**src/hdl/bis_pkg.sv**
```systemverilog
package bis_pkg;

    localparam int PIX_W = 8;
    localparam int REG_W = 10;
    localparam int NUM_REGS = 4;

    typedef enum logic [1:0] {
        REG_SRC_W = 2'd0,
        REG_SRC_H = 2'd1,
        REG_TGT_W = 2'd2,
        REG_TGT_H = 2'd3
    } reg_idx_t;

    typedef enum logic {
        CMD_WRITE   = 1'b0,
        CMD_COMPUTE = 1'b1
    } cmd_t;

    typedef struct packed {
        logic       cmd;
        logic [8:0] pos_x;
        logic [8:0] pos_y;
        logic [7:0] in_red;
        logic [7:0] in_green;
        logic [7:0] in_blue;
    } in_word_t;

    typedef struct packed {
        logic [7:0] out_red;
        logic [7:0] out_green;
        logic [7:0] out_blue;
    } out_word_t;

    typedef enum logic [3:0] {
        ST_IDLE,
        ST_DIVX,
        ST_DIVY,
        ST_ADDR,
        ST_RD,
        ST_WX,
        ST_MX,
        ST_WY,
        ST_MY,
        ST_SUM,
        ST_OUT
    } state_t;

    typedef struct packed {
        logic start;
        logic busy;
    } div_ctl_t;

endpackage

```
**src/hdl/bis_divider.sv**
```systemverilog
// Restoring divider, one quotient bit per cycle.
module bis_divider #(
    parameter int NUM_W = 36,
    parameter int DEN_W = 13
) (
    input  logic                 clk,
    input  logic                 rst_n,
    input  logic                 start,
    input  logic [NUM_W-1:0]     numer,
    input  logic [DEN_W-1:0]     denom,
    output bis_pkg::div_ctl_t    ctl,
    output logic [NUM_W-1:0]     quot
);
    localparam int CNT_W = $clog2(NUM_W + 1);

    logic [NUM_W-1:0] q_reg;
    logic [DEN_W:0]   rem_reg;
    logic [DEN_W-1:0] den_reg;
    logic [CNT_W-1:0] cnt_reg;
    logic             busy_reg;
    logic [DEN_W:0]   trial;
    logic [DEN_W:0]   diff;

    assign trial = {rem_reg[DEN_W-1:0], q_reg[NUM_W-1]};
    assign diff  = trial - {1'b0, den_reg};

    always_ff @(posedge clk or negedge rst_n)
    begin
        if (!rst_n)
        begin
            busy_reg <= 1'b0;
            cnt_reg  <= '0;
        end
        else if (start)
        begin
            busy_reg <= 1'b1;
            cnt_reg  <= CNT_W'(NUM_W);
        end
        else if (busy_reg)
        begin
            cnt_reg <= cnt_reg - 1'b1;
            if (cnt_reg == CNT_W'(1))
                busy_reg <= 1'b0;
        end
    end

    always_ff @(posedge clk)
    begin
        if (start)
        begin
            q_reg   <= numer;
            rem_reg <= '0;
            den_reg <= denom;
        end
        else if (busy_reg)
        begin
            if (!diff[DEN_W])
            begin
                rem_reg <= diff;
                q_reg   <= {q_reg[NUM_W-2:0], 1'b1};
            end
            else
            begin
                rem_reg <= trial;
                q_reg   <= {q_reg[NUM_W-2:0], 1'b0};
            end
        end
    end

    assign ctl.start = start;
    assign ctl.busy  = busy_reg;
    assign quot      = q_reg;
endmodule

```
**config.mk**
```make
export PLATFORM = sky130hd
export DESIGN_NAME = bis_divider
export DESIGN_NICKNAME = d
export VERILOG_FILES = /design/src/hdl/bis_pkg.sv /design/src/hdl/bis_divider.sv
export SDC_FILE = /design/constraint.sdc
export NUM_CORES = 1
export LEC_CHECK = 0
export ABC_AREA = 1
export BUFFER_PORTS_ARGS = -buffer_cell sky130_fd_sc_hd__buf_2
export CORE_ASPECT_RATIO = 2
export CORE_MARGIN = 3
export CORE_UTILIZATION = 48
export DETAILED_ROUTE_END_ITERATION = 16
export PLACE_DENSITY_LB_ADDON = 0.05
export SLEW_MARGIN = 20
export SYNTH_ARGS = -nofsm -noshare
export SYNTH_HDL_FRONTEND = slang
export SYNTH_SLANG_ARGS = --single-unit
```
**constraint.sdc**
```tcl
create_clock -name clk -period 3.15 [get_ports clk]
set_input_delay 0.4725 -clock clk [delete_from_list [all_inputs] [get_ports clk]]
set_output_delay 0.4725 -clock clk [all_outputs]
set_load 0.005 [all_outputs]
```
==> results.py <==
metrics = {
    "outcome": {
        "status": "complete, no violations",
    },
    "cells_and_area": {
        "nNetsFinal": 640,
        "syn_to_final_growth_pct": 20.6,
        "layout-drive-gt1-share_pct": 25.5,
        "regArea_um2": 1910,
        "n_antenna_cell": 0,
        "design_area_um2": 4760,
        "multi_input_area_um2": 1660,
        "fin_util_pct": 59.9,
        "fillers": 757,
        "largest_register_ffs": 36,
    },
    "timing": {
        "slew_viol_final": 0,
        "rsz0062_at_grt": "no",
        "finClkSkew_ns": 0.00788,
        "hold_violations": 0,
        "setup_violations": 0,
        "period_share_pct": 66.5,
        "worstMarginPinSlew_ns": 0.524,
        "maxSlewHeadroom_pct": 65.1,
        "fin_setup_tns_ns": 0,
        "fmax_mhz": 477,
        "period_minus_slack_ns": 2.10,
    },
    "floorplan": {
        "initial_core_util_pct": 49.7,
        "dieWidth_um": 70.1,
        "rows": 46,
        "die_h_um": 134,
        "dieArea_um2": 9410,
        "io_pins": 90,
        "coreArea_um2": 7940,
    },
    "synthesis": {
        "synthXorXnorAreaFrac_pct": 1.11,
        "yosysUniqueCellTypes": 34,
        "synth_fp_nets": 549,
        "synthCells": 481,
        "synth-simple-area-share_pct": 33.3,
        "synth_edf_count": 49,
        "synthMuxAreaShare_pct": 0,
        "ys_ff_latch": 69,
        "yosys_warnings": 0,
        "postSynthAreaPerCell_um2": 8.20,
        "ys_seq_area_share_pct": 48.3,
        "syn-cell-area_um2": 3950,
        "ys.flop_type": "edfxtp_1",
        "synth_top_family_by_area": "simple AND/OR/NAND/NOR gates",
        "ys_async_sr_fraction_pct": 10.1,
        "synth_compound_area_share_pct": 2.47,
        "synth_adder_area_share_pct": 5.26,
    },
    "run": {
        "cap_violations": 0,
    },
    "pwr": {
        "p_leak_nw": 2.55,
        "power_frac_comb_pct": 39.3,
        "cellPowerDensity_nw_per_um2": 796,
        "power_switching_w": 0.00145,
        "clkPwrFrac_pct": 26.7,
        "p_sw_share_pct": 38.4,
        "p_int_w": 0.00234,
        "total_power_w": 0.00379,
        "irDropWorstVdd_mv": 0.430,
        "p_seq_share_pct": 34.0,
    },
    "global_route": {
        "grt.busiest_layer": "met2",
        "track_usage_pct": 20.8,
        "grt_use_met3_pct": 4.05,
        "use_met2_pct": 38.5,
        "grt_pass1_wl_um": 15600,
        "grt_overflow": 0,
        "grtUsageMet1_pct": 22.7,
        "grt_max_degree": 39,
        "grt_pass1_vias": 3390,
        "antenna_found_initial": 0,
    },
    "place": {
        "postPlaceCellArea_um2": 4450,
        "io_buffers": 89,
        "gp_congestion": 0.835,
        "detailed_place_hpwl_um": 7050,
    },
    "setup_path": {
        "crit_chain": "inv_1 -> ha_1 -> nand2_1 -> inv_1 -> nand2_1 -> nand2_2 -> a21oi_4 -> nand3_4 -> nand2_4 -> nand2_1 -> nand3_1 -> nand2_1",
        "crit_type": "reg2reg",
        "slowest_stage": "edfxtp_1",
        "path_buf_inv": 2,
        "cp_data_arrival_time_ns": 2.32,
        "cp-end-kind": "flop",
        "path_common_cell": "nand2_1",
        "slowest_delay_ns": 0.40,
        "start_kind": "flop",
        "path_max_fanout": 15,
        "critical-path-top-delay-family": "simple AND/OR/NAND/NOR gates",
        "worstPathRequired_ns": 3.37,
    },
    "clock_tree": {
        "clk_latency_ns": 0.33,
        "post_cts_buffers": 0,
        "cts_root_buf": "clkbuf_16",
        "cts.clk_slew.worst_paths_ns": 0.06,
        "htreeDepth": 3,
        "numCtsBuffers": 9,
        "post_cts_resized": 0,
        "cts_buffer_depth": 2,
        "clock-sinks": 69,
        "cts_tree": "built",
    },
    "route": {
        "drt_iter0_drc": 206,
        "vias_per_cell": 4.89,
        "wl_per_cell_um": 13.6,
        "postRouteAntennaNets": 0,
        "dr.pass1.iters": 4,
        "drt-total-wl_um": 9180,
        "drc": 0,
        "via_count": 3294,
    },
    "hold_path": {
        "hp-class": "in2reg",
    },
}
==> metal layers <==
metal	wire, um	vias to the layer above
met4	228	0
met1	3520	1516
met3	353	19
met5	0	-
li1	-	1688
met2	5070	71
==> kinds of logic (layout without fill, tap and decap cells) <==
logic type	Yosys count	in the layout
and+or+nand+nor	286	286
buffers and inverters	89	185
DFF	69	69
AOI/OAI and AO/OA	16	16
adders and majority gates	16	16
xor gates and xnor gates	5	5
==> final timing paths <==
check	cells past startpoint	slack, ns	end	startpoint
worst max-delay path	12	1.05	rem_reg[11]	den_reg[7]
worst min-delay path	1	0.31	den_reg[5]	denom[5]
worst max register to register	12	1.05	rem_reg[11]	den_reg[7]
worst min register to register	2	0.47	rem_reg[1]	rem_reg[1]
max in group asynchronous	2	2.49	cnt_reg[4]	rst_n
min in group asynchronous	2	0.51	cnt_reg[2]	rst_n
==> area by class of cell <==
class / count / area share [%]
Sequential cell: 69 / 40.1
Multi-Input combinational cell: 323 / 34.9
Timing Repair Buffer: 95 / 10.4
Inverter: 74 / 5.84
Clock buffer: 9 / 4.73
Tap cell: 96 / 2.52
Clock inverter: 7 / 1.55
==> metrics by stage <==
stage	hold slack (ns)	instances	setup WS (ns)
floorplan	0.177	481	1.39
global placement	0.313	656	0.998
detailed placement	0.314	656	1.02
CTS	0.298	673	0.997
global route	0.297	673	0.825
finish	0.310	673	1.05
==> cells in the mapped netlist (6+ instances only) <==
cell type	number	area share [%]
a21oi_1	9	1.1
clkbuf_1	6	0.57
dfrtp_1	7	4.4
dfxtp_1	13	6.6
edfxtp_1	49	37
ha_1	15	4.8
inv_1	74	7.0
nand2_1	197	19
nand2_2	17	2.7
nand3_1	29	3.7
nand3_2	11	2.8
nor2_1	12	1.1
==> what timing repair did <==
| action | in CTS | in global routing |
|---|---|---|
| hold buffers | 1 | 0 |
| hold endpoints to repair | 7 | 0 |
| setup endpoints to repair | 0 | 0 |
==> power by group through the flow <==
stage	registers [W]	clock network, W	logic (W)
2_1_floorplan	0.00128	0	0.00120
3_3_place_gp	0.00130	0	0.00147
3_5_place_dp	0.00130	0	0.00150
4_1_cts	0.00129	0.00103	0.00151
5_1_grt	0.00131	0.00107	0.00170
6_report	0.00129	0.00101	0.00149
==> cell usage in the layout (no fill, tap or decap) <==
master | netlist | layout
edfxtp_1 | 49 | 49
o22ai_1 | 1 | 1
inv_1 | 74 | 74
xor2_1 | 2 | 2
nor2_4 | 1 | 1
nand3_2 | 11 | 11
buf_4 | 3 | 5
nand2_2 | 17 | 17
a31oi_1 | 1 | 1
o21ai_0 | 3 | 3
nand3_4 | 1 | 1
clkinv_1 | 0 | 1
and3_1 | 1 | 1
nand2_4 | 4 | 4
clkinvlp_4 | 0 | 3
bufinv_16 | 0 | 1
clkbuf_16 | 0 | 9
buf_2 | 1 | 89
fa_1 | 1 | 1
xnor2_1 | 3 | 3
o41ai_1 | 1 | 1
a21oi_4 | 1 | 1
nor3_1 | 2 | 2
nor2_2 | 2 | 2
dfxtp_1 | 13 | 13
nand3_1 | 29 | 29
ha_1 | 15 | 15
nand2_1 | 197 | 197
and2_4 | 1 | 1
nand3b_1 | 4 | 4
inv_6 | 0 | 2
nand4_1 | 4 | 4
dlygate4sd3_1 | 0 | 1
a21oi_1 | 9 | 9
dfrtp_1 | 7 | 7
nor2_1 | 12 | 12
Note: power is estimated with default switching activity, not from simulation.
